`src/hw/rtl/plc_pkg.sv`:
```
// Shared types, constants and floating-point helpers for the partial likelihood combine unit.
package plc_pkg;

    localparam int NUM_STATES  = 4;
    localparam int MAT_ENTRIES = NUM_STATES * NUM_STATES;
    localparam int STORE_DEPTH = 2 * MAT_ENTRIES;
    localparam int IDX_W       = 5;
    localparam int FP_W        = 64;
    localparam int QUEUE_DEPTH = 4;
    localparam int MUL_LAT     = 6;
    localparam int ADD_LAT     = 6;
    localparam int S_TDATA_W   = 584;
    localparam int M_TDATA_W   = NUM_STATES * FP_W;

    localparam logic CMD_LOAD    = 1'b0;
    localparam logic CMD_COMPUTE = 1'b1;

    localparam logic [10:0] FP_EXP_ALL_ONES = 11'h7FF;
    localparam logic [63:0] FP_QUIET_BIT    = 64'h0008_0000_0000_0000;
    localparam logic [63:0] FP_DEFAULT_NAN  = 64'hFFF8_0000_0000_0000;
    localparam logic [63:0] FP_NEG_ZERO     = 64'h8000_0000_0000_0000;

    typedef logic [FP_W-1:0] fp_t;

    typedef struct packed {
        logic                         command;
        logic [IDX_W-1:0]             entry_index;
        fp_t                          entry_value;
        logic [NUM_STATES-1:0][FP_W-1:0] vec_a;
        logic [NUM_STATES-1:0][FP_W-1:0] vec_b;
        logic                         last;
    } plc_item_t;

    function automatic logic fp_is_nan(input fp_t x);
        return (x[62:52] == FP_EXP_ALL_ONES) && (x[51:0] != 52'd0);
    endfunction

    function automatic logic fp_is_inf(input fp_t x);
        return (x[62:52] == FP_EXP_ALL_ONES) && (x[51:0] == 52'd0);
    endfunction

    function automatic logic fp_is_zero(input fp_t x);
        return x[62:0] == 63'd0;
    endfunction

    // Position of the highest set bit, zero when no bit is set.
    function automatic logic [5:0] msb_pos(input logic [63:0] x);
        logic [5:0] pos;
        pos = 6'd0;
        for (int k = 0; k < 64; k++) begin
            if (x[k]) begin
                pos = 6'(k);
            end
        end
        return pos;
    endfunction

endpackage

```
`src/hw/rtl/plc_front.sv`:
```
// Input stage that accepts stream words, sorts them into loads and site computations, and feeds the queue.
module plc_front (
    input  logic                            aclk,
    input  logic                            aresetn,
    input  logic                            s_tvalid,
    output logic                            s_tready,
    // entry_index, entry_value, first_vec_0..3, second_vec_0..3, zero pad
    input  logic [plc_pkg::S_TDATA_W-1:0]   s_tdata,
    // command
    input  logic                            s_tuser,
    input  logic                            s_tlast,
    output logic                            push,
    output plc_pkg::plc_item_t              push_item,
    input  logic                            q_ready
);

    localparam int VAL_LO = plc_pkg::IDX_W;
    localparam int VA_LO  = plc_pkg::IDX_W + plc_pkg::FP_W;
    localparam int VB_LO  = VA_LO + plc_pkg::NUM_STATES * plc_pkg::FP_W;

    logic               valid_reg;
    plc_pkg::plc_item_t item_reg;
    plc_pkg::plc_item_t item_next;

    always_comb begin
        item_next             = '0;
        item_next.command     = s_tuser;
        if (s_tuser == plc_pkg::CMD_COMPUTE) begin
            for (int k = 0; k < plc_pkg::NUM_STATES; k++) begin
                item_next.vec_a[k] = s_tdata[VA_LO + k * plc_pkg::FP_W +: plc_pkg::FP_W];
                item_next.vec_b[k] = s_tdata[VB_LO + k * plc_pkg::FP_W +: plc_pkg::FP_W];
            end
            item_next.last = s_tlast;
        end else begin
            item_next.entry_index = s_tdata[plc_pkg::IDX_W-1:0];
            item_next.entry_value = s_tdata[VAL_LO +: plc_pkg::FP_W];
        end
    end

    assign s_tready  = !valid_reg || q_ready;
    assign push      = valid_reg;
    assign push_item = item_reg;

    always_ff @(posedge aclk) begin
        if (!aresetn) begin
            valid_reg <= 1'b0;
        end else if (s_tvalid && s_tready) begin
            valid_reg <= 1'b1;
        end else if (q_ready) begin
            valid_reg <= 1'b0;
        end
    end

    always_ff @(posedge aclk) begin
        if (s_tvalid && s_tready) begin
            item_reg <= item_next;
        end
    end

endmodule

```
`config.mk`:
```
export PLATFORM = sky130hd
export DESIGN_NAME = plc_front
export DESIGN_NICKNAME = d
export VERILOG_FILES = /design/src/hw/rtl/plc_pkg.sv /design/src/hw/rtl/plc_front.sv
export SDC_FILE = /design/constraint.sdc
export NUM_CORES = 1
export LEC_CHECK = 0
export BUFFER_PORTS_ARGS = -buffer_cell sky130_fd_sc_hd__buf_2
export CORE_AREA = 2 2 460 462
export CTS_CLUSTER_DIAMETER = 120
export DETAILED_ROUTE_END_ITERATION = 7
export DIE_AREA = 0 0 462 464
export GPL_TIMING_DRIVEN = 0
export PLACE_DENSITY = 0.3
export SYNTH_ARGS = -nofsm -noshare
export SYNTH_HDL_FRONTEND = slang
export SYNTH_SLANG_ARGS = --single-unit
```
`constraint.sdc`:
```
create_clock -name aclk -period 27.9 [get_ports aclk]
set_input_delay 2.79 -clock aclk [delete_from_list [all_inputs] [get_ports aclk]]
set_output_delay 2.79 -clock aclk [all_outputs]
set_load 0.01 [all_outputs]
```
==> results.md <==
* Leakage dissipation at 0.0138 uW
* Die area at approximately 210000 um^2
* Met1 Usage GRT at 13.2%
* Die span in y at 464 um
* Sink Count at between 500 and 600
* Post-Syn Area at 21500 um^2
* Clock tree buffer depth at 3
* Setup Skew at 0.0241 ns
* 1st-pass router iterations at 4
* Yosys warns at 0
* Proportion of layout cells with a drive suffix above 1 at between 50% and 60%
* DP Wirelength at between 100000 and 150000 um
* # DRC at 0
* DR vias/cell at around 2.9
* Setup TNS at 0 ns
* Gr ovfl total at 0
* Crit path DAT at ~3.2 ns
* Top-Level Pins at 1175
* Cts-stage hold buffer count at 0
* Hold wc startpoint: push$_SDFFE_PN0P_
* Clk slew on worst S/H paths at ~0.050 ns
* Met3 usage at 6.86%
* CTS resizes at 0
* FF-to-FF Start: push$_SDFFE_PN0P_
* Postcts setup bufs at 0
* R2r setup slk at between 20 and 25 ns
* Vias in the first global route at roughly 16000
* Hold path depth at 2
* Synth Area per Inst at 17.4 um^2
* Post-route ant nets at 0
* Post-Syn Nets at 1824
* Final nets at 3091
* Routed length per instance at approximately 24 um
* RSZ-0062 raised after global routing: no
* Final setup vio count at 0
* Final Max Tran Viols at 0
* DR iter-0 viols at a little over 800
* Clock root buffer: clkbuf_16
* Gr busiest metal: met2
* Yosys reg bits at 584
* Width of the die at roughly 460 um
* CP endpoint kind: output port
* Initial antenna violation count at roughly 120
* Critical Path Source Type: input port
* Tot GR Track Use at a little under an eighth
* H-tree lvl count at 3
* Yosys cell types at 9
* Actual slew at the worst max-slew pin at 0.789 ns
* Seq/Total Area, Yosys at about 80%
* Total routed wirelength at 132000 um
* Area of the core at between 200000 and 250000 um^2
* CP Max Fanout at 3
* GR Layer Usage met2 at approximately 19%
* Fin crit period at 6.03 ns
* Worst-skew pair later-pin latency at around 0.70 ns
* Hold endpoint: push$_SDFFE_PN0P_
* CTS tree: done
* Cells after Synth at roughly 1200
* Most frequent cells in the layout: 1185 x buf_2, 583 x edfxtp_1, 513 x and2_1
* Area growth from synthesis to layout at 57.7%
* Vias at 15594
* Pwr Total at ~2400 uW
* Buffers on Ports at about 1200
* Maximum VDD drop at about 0.000041 V
* First-pass GRT wire length at 167000 um
* Worst R2R Path Depth at 7
* Total CTS buffers at 83
* Fmax at 166 MHz
* Final Wtd Congestion at roughly 0.8
* Worst rel slew slack at between 40% and 50%
* Leading cell type in the layout, fill and taps excluded: buf_2
* Maxcap violations at 0
* Row count at 168
* Tightest Hold Check Type: reg2reg
* Outcome: finished clean
* Largest net degree at the start of global routing at 60
* Tcrit/Tclk final at between 20 and 25%
* Worst Path Class, Setup: in2out
* Initial Util at 10.3%
* FF-to-FF End: push_item[264]$_SDFFCE_PN0P_
* Worst EP required at approximately 25 ns
* Fin. Hold Viols at 0
* Power per cell area at just under 70 nW/um^2
==> cell usage after synthesis <==
cell,n,share of area [%]
nor2b_1,69,2.0
clkbuf_2,50,1.2
edfxtp_1,583,81
inv_1,1,0.017
nand2b_1,1,0.029
a21boi_0,1,0.035
and2_1,514,15
dfxtp_1,1,0.093
buf_2,14,0.33
==> worst max-delay path, cell delays in order <==
cell	delay [ns]
buf_2	0.09
nand2b_1	0.17
buf_2	0.18
==> report_power, final <==
group,internal (uW),switching (uW)
Clock,613,450
Sequential,1030,17.0
Combinational,93.6,155
==> registers in the layout, summed over array words and instances, names as in the netlist <==
| register | cells |
|---|---|
| push_item | 583 |
| push | 1 |
==> cells by family after synthesis <==
logic type,share of synthesized area [%]
buffers and inverters,1.51
flip-flops,81.5
AO/OA/AOI/OAI,0.0349
AND/OR/NAND/NOR,17.0
==> worst max-delay path by stage <==
stage             from                           end  cells past startpoint
3_5_place_dp   q_ready                      s_tready                      3
2_1_floorplan  q_ready    push_item[0]$_SDFFCE_PN0P_                      2
5_1_grt        q_ready                      s_tready                      3
4_1_cts        q_ready                      s_tready                      3
3_3_place_gp   q_ready  push_item[309]$_SDFFCE_PN0P_                      3
6_report       q_ready                      s_tready                      3
==> final cells by class <==
class	instances	area, um^2
Fill cell	23375	175000
Inverter	1	3.75
Antenna cell	44	110
Clock inverter	47	488
Timing Repair Buffer	1182	6160
Sequential cell	584	17500
Multi-Input combinational cell	585	3660
Tap cell	2805	3510
Buffer	64	320
Clock buffer	100	2140
==> per-stage QoR <==
step / area, um^2 / utilization, % / cells / setup slack [ns] / hold WS [ns]
after floorplan: 21500 / - / 1234 / 10.69 / 0.610
after global placement: 30900 / 14.8 / 5210 / 0.792 / 0.729
after detailed placement: 31200 / 14.9 / 5221 / 21.86 / 0.738
after CTS: 33800 / 16.2 / 5368 / 21.86 / 0.754
after global routing: 33900 / 16.2 / 5388 / 21.82 / 0.774
final: 33900 / 16.2 / 5412 / 21.87 / 0.700
==> per-layer routing <==
layer / share of wire [%] / vias up
li1: - / 6921
met1: 37 / 7407
met2: 46 / 976
met3: 15 / 204
met4: 2.3 / 86
met5: 0.41 / -
(Power assumes the default switching activity.)
