==> src/hw/rtl/plc_pkg.sv <==
// Shared types, constants and floating-point helpers for the partial likelihood combine unit.
package plc_pkg;

    localparam int NUM_STATES  = 4;
    localparam int MAT_ENTRIES = NUM_STATES * NUM_STATES;
    localparam int STORE_DEPTH = 2 * MAT_ENTRIES;
    localparam int IDX_W       = 5;
    localparam int FP_W        = 64;
    localparam int QUEUE_DEPTH = 4;
    localparam int MUL_LAT     = 6;
    localparam int ADD_LAT     = 6;
    localparam int S_TDATA_W   = 584;
    localparam int M_TDATA_W   = NUM_STATES * FP_W;

    localparam logic CMD_LOAD    = 1'b0;
    localparam logic CMD_COMPUTE = 1'b1;

    localparam logic [10:0] FP_EXP_ALL_ONES = 11'h7FF;
    localparam logic [63:0] FP_QUIET_BIT    = 64'h0008_0000_0000_0000;
    localparam logic [63:0] FP_DEFAULT_NAN  = 64'hFFF8_0000_0000_0000;
    localparam logic [63:0] FP_NEG_ZERO     = 64'h8000_0000_0000_0000;

    typedef logic [FP_W-1:0] fp_t;

    typedef struct packed {
        logic                         command;
        logic [IDX_W-1:0]             entry_index;
        fp_t                          entry_value;
        logic [NUM_STATES-1:0][FP_W-1:0] vec_a;
        logic [NUM_STATES-1:0][FP_W-1:0] vec_b;
        logic                         last;
    } plc_item_t;

    function automatic logic fp_is_nan(input fp_t x);
        return (x[62:52] == FP_EXP_ALL_ONES) && (x[51:0] != 52'd0);
    endfunction

    function automatic logic fp_is_inf(input fp_t x);
        return (x[62:52] == FP_EXP_ALL_ONES) && (x[51:0] == 52'd0);
    endfunction

    function automatic logic fp_is_zero(input fp_t x);
        return x[62:0] == 63'd0;
    endfunction

    // Position of the highest set bit, zero when no bit is set.
    function automatic logic [5:0] msb_pos(input logic [63:0] x);
        logic [5:0] pos;
        pos = 6'd0;
        for (int k = 0; k < 64; k++) begin
            if (x[k]) begin
                pos = 6'(k);
            end
        end
        return pos;
    endfunction

endpackage

==> src/hw/rtl/plc_queue.sv <==
// Small first-in first-out queue of classified words between the input stage and the datapath.
module plc_queue #(
    parameter int DEPTH = plc_pkg::QUEUE_DEPTH
) (
    input  logic               aclk,
    input  logic               aresetn,
    input  logic               push,
    input  plc_pkg::plc_item_t push_item,
    output logic               q_ready,
    output logic               q_valid,
    output plc_pkg::plc_item_t q_item,
    input  logic               pop
);

    localparam int PTR_W = $clog2(DEPTH);
    localparam int CNT_W = $clog2(DEPTH + 1);

    plc_pkg::plc_item_t mem [DEPTH];
    logic [PTR_W-1:0]   wr_ptr_reg, rd_ptr_reg;
    logic [CNT_W-1:0]   count_reg;

    assign q_ready = count_reg != CNT_W'(DEPTH);
    assign q_valid = count_reg != '0;
    assign q_item  = mem[rd_ptr_reg];

    always_ff @(posedge aclk) begin
        if (push && q_ready) begin
            mem[wr_ptr_reg] <= push_item;
        end
    end

    always_ff @(posedge aclk) begin
        if (!aresetn) begin
            wr_ptr_reg <= '0;
            rd_ptr_reg <= '0;
            count_reg  <= '0;
        end else begin
            if (push && q_ready) begin
                wr_ptr_reg <= (wr_ptr_reg == PTR_W'(DEPTH - 1)) ? '0 : wr_ptr_reg + PTR_W'(1);
            end
            if (pop && q_valid) begin
                rd_ptr_reg <= (rd_ptr_reg == PTR_W'(DEPTH - 1)) ? '0 : rd_ptr_reg + PTR_W'(1);
            end
            if ((push && q_ready) && !(pop && q_valid)) begin
                count_reg <= count_reg + CNT_W'(1);
            end else if (!(push && q_ready) && (pop && q_valid)) begin
                count_reg <= count_reg - CNT_W'(1);
            end
        end
    end

`ifndef ASSERT_OFF
    a_count_up: assert property (@(posedge aclk) disable iff (!aresetn)
        (push && q_ready && !pop) |=> (count_reg == $past(count_reg) + CNT_W'(1)))
        else $error("queue count did not grow on push");
    a_no_push_full: assert property (@(posedge aclk) disable iff (!aresetn)
        push |-> (q_ready || !$past(push) || pop || count_reg == CNT_W'(DEPTH)))
        else $error("queue push handshake broken");
    a_no_pop_empty: assert property (@(posedge aclk) disable iff (!aresetn)
        pop |-> (count_reg != '0))
        else $error("queue popped while empty");
`endif

endmodule

==> config.mk <==
export PLATFORM = sky130hd
export DESIGN_NAME = plc_queue
export DESIGN_NICKNAME = d
export VERILOG_FILES = /design/src/hw/rtl/plc_pkg.sv /design/src/hw/rtl/plc_queue.sv
export SDC_FILE = /design/constraint.sdc
export NUM_CORES = 1
export LEC_CHECK = 0
export BUFFER_PORTS_ARGS = -buffer_cell sky130_fd_sc_hd__buf_2
export CORE_AREA = 2 2 458 460
export CTS_CLUSTER_SIZE = 8
export DETAILED_ROUTE_END_ITERATION = 16
export DIE_AREA = 0 0 460 462
export PLACE_DENSITY = 0.68
export SLEW_MARGIN = 20
export SYNTH_ARGS = -nofsm -noshare
export SYNTH_HDL_FRONTEND = slang
export SYNTH_SLANG_ARGS = --single-unit
==> constraint.sdc <==
create_clock -name aclk -period 14.2 [get_ports aclk]
set_input_delay 3.55 -clock aclk [delete_from_list [all_inputs] [get_ports aclk]]
set_output_delay 3.55 -clock aclk [all_outputs]
set_load 0.02 [all_outputs]
==> results.cfg <==
[outcome]
status = finished, final reports clean

[worst_setup_path]
crit_buf_inv = 3
worst_ep_arrival_time_ns = 4.32
crit_path_top_delay_cell = buf_4
slowest_delay_ns = 0.86
path_cells = buf_12 -> buf_4 -> mux4_2 -> buf_2
endpoint_kind = primary output
cp-start-kind = register
path_class = reg -> out
critPathMaxFanout = 85
critPathRequiredTime_ns = 10.65
critical_path.top_delay_family = buffers and inverters

[synth]
ys_warn_count = 0
ys_seq_elements = 2341
syn_nets = 3690
synth.distinct_cells = 25
seq_area_frac_synth_pct = 82.9
syn_area_sq_mm = 0.0847
syn_avg_cell_area_sq_um = 27.4
syn-instance-count = 3096

[pwr]
switching_share_pct = 27.9
p_comb_share_pct = 21.8
p_per_area_mw_per_mm2 = 193
pwr-share-seq_pct = 43.2
p_int_uw = 14300
p_clk_share_pct = 35.0
leakagePower_uw = 0.0339
switchingPower_uw = 5520
total_power_uw = 19800
ir_worst_vdd_uv = 128

[drt]
vias = 39800
routedWlPerCell_um = 27.6
drt_iter0_markers = 3452
post-route-drc-count = 0
antenna_left = 0
drt-pass1-iter-count = 7
routed_wl_um = 202000
via_per_inst = 5.42

[global_routing]
track_usage_pct = 18.5
grt_pass1_wl_um = 286000
antenna_found_initial = 145
use_met1_pct = 22.3
grt_max_degree = 145
grt_busiest_layer = met2
grt_pass1_vias = 41000
use_met2_pct = 29.5
grt_overflow = 0
grtUsageMet3_pct = 7.46

[sta]
max_slew_margin_pct = 27.6
hold_viol_final = 0
setup_viol = 0
fin_skew_ns = 0.0790
rsz0062_at_grt = no
min_period_over_period_pct = 55.4
fmax_mhz = 127
hold_ws_ns = 0.506
fin_crit_ns = 7.87
slew_viol_final = 0
fin_tns_setup_ns = 0
worst_slew_pin_slew_ns = 1.09

[floorplan]
rows = 168
dieWidth_um = 460
die_area_sq_mm = 0.213
start_util_pct = 40.7
fp.dieH_um = 462
coreArea_sq_mm = 0.208
top_level_ports = 1172

[layout]
largest_reg_flops = 2332
drive_gt1_share_pct = 47.5
fillerInstances = 16300
final_common_cell = edfxtp_1
mostFrequentLayoutCells = edfxtp_1 (2332), buf_2 (1171), mux4_2 (583)
area_delta_synth_final_pct = 21.2
nNetsFinal = 5114

[cts]
clk_pin_slew_worst_paths_ns = 0.05
cts-buffers-inserted = 344
clockRootBuffer = clkbuf_16
ctsLongestPathBuffers = 4
clock_sinks = 2341
cts.repair.resized = 0
postCtsSetupBuffers = 0
cts_tree = yes
hold_buffers = 0
clock_latency_ns = 0.92
htree_levels = 5

[min_path]
min_path_type = reg -> reg

[place]
globalplace.congestion = 0.840
io_buffers = 1171
hpwl_um = 129000

[job]
drv_cap = 0
-- metal layers --
| layer | share of wire, % | wire [um] | up-vias |
|---|---|---|---|
| li1 | - | - | 16400 |
| met1 | 37 | 74700 | 21000 |
| met3 | 10 | 20500 | 560 |
| met4 | 3.8 | 7630 | 90 |
| met5 | 0.28 | 572 | - |
| met2 | 49 | 99000 | 1746 |
-- synth_stat cells, drive strengths merged --
cell type  count  area (sq um)
edfxtp      2332         70000
mux4         583         13100
buf          123          1010
clkbuf         9          33.8
dfxtp          9           180
ha             6          75.1
nand2          5          18.8
and3           4          30.0
o21ai          4          20.0
inv            3          11.3
and2           2          13.8
mux2i          2          20.0
nand3          2          10.0
nor2           2          7.51
or3            2          15.0
a21boi         1          7.51
fa             1          20.0
nand4          1          6.26
nor2b          1          6.26
o31ai          1          7.51
or3b           1          8.76
xnor2          1          8.76
xor2           1          8.76
-- per-stage QoR --
step	setup WS (ns)	utilization [%]	area [sq um]	std cells
floorplan	3.20	-	84700	3096
global placement	7.14	44.9	93500	6894
detailed placement	7.13	44.9	93500	6894
CTS	6.10	49.2	102000	7278
global route	5.92	49.3	103000	7306
finish	6.33	49.3	103000	7343
-- cell families (layout without fill, tap and decap cells) --
logic type | count (synthesis) | count (layout) | synth area share (%)
fa+ha+maj | 7 | 7 | 0.112
compound gates | 6 | 6 | 0.0414
simple gates | 20 | 20 | 0.137
flops | 2341 | 2341 | 82.9
xor+xnor | 2 | 2 | 0.0207
buf+inv | 135 | 1597 | 1.25
other cells | 0 | 65 | 0
mux | 585 | 585 | 15.5
-- final timing paths --
kind | startpoint | endpoint | slack, ns | depth (start not counted)
min | wr_ptr_reg[1] | wr_ptr_reg[1] | 0.51 | 2
max reg2reg | count_reg[0] | mem[1][145] | 10.18 | 5
max | register | q_item[102] | 6.33 | 4
min reg2reg | wr_ptr_reg[1] | wr_ptr_reg[1] | 0.51 | 2
-- worst register-to-register path: stages (launching register included) --
cell and delay (ns):
dfxtp_1 0.43, or3b_1 0.30, and3_4 0.59, buf_4 0.70
buf_12 0.61, buf_12 0.77
-- power groups by stage --
stage          clock (uW)  combinational, uW  sequential, uW
2_1_floorplan           0               2930            8840
3_3_place_gp            0               4400            8650
3_5_place_dp            0               4410            8690
4_1_cts              7080               4420            8570
5_1_grt              7360               4580            8610
6_report             6930               4330            8560
-- layout make-up --
type / instances / area, sq um / area share (%)
tap: 2720 / 3400 / 3.32
clock buffer: 364 / 8730 / 8.51
inverter: 3 / 11.3 / 0.0110
clock inverter: 20 / 219 / 0.213
timing repair buffer: 1210 / 6430 / 6.27
multi-input combinational: 620 / 13400 / 13.1
antenna: 65 / 163 / 0.159
sequential: 2341 / 70200 / 68.4
(Power assumes the default switching activity.)
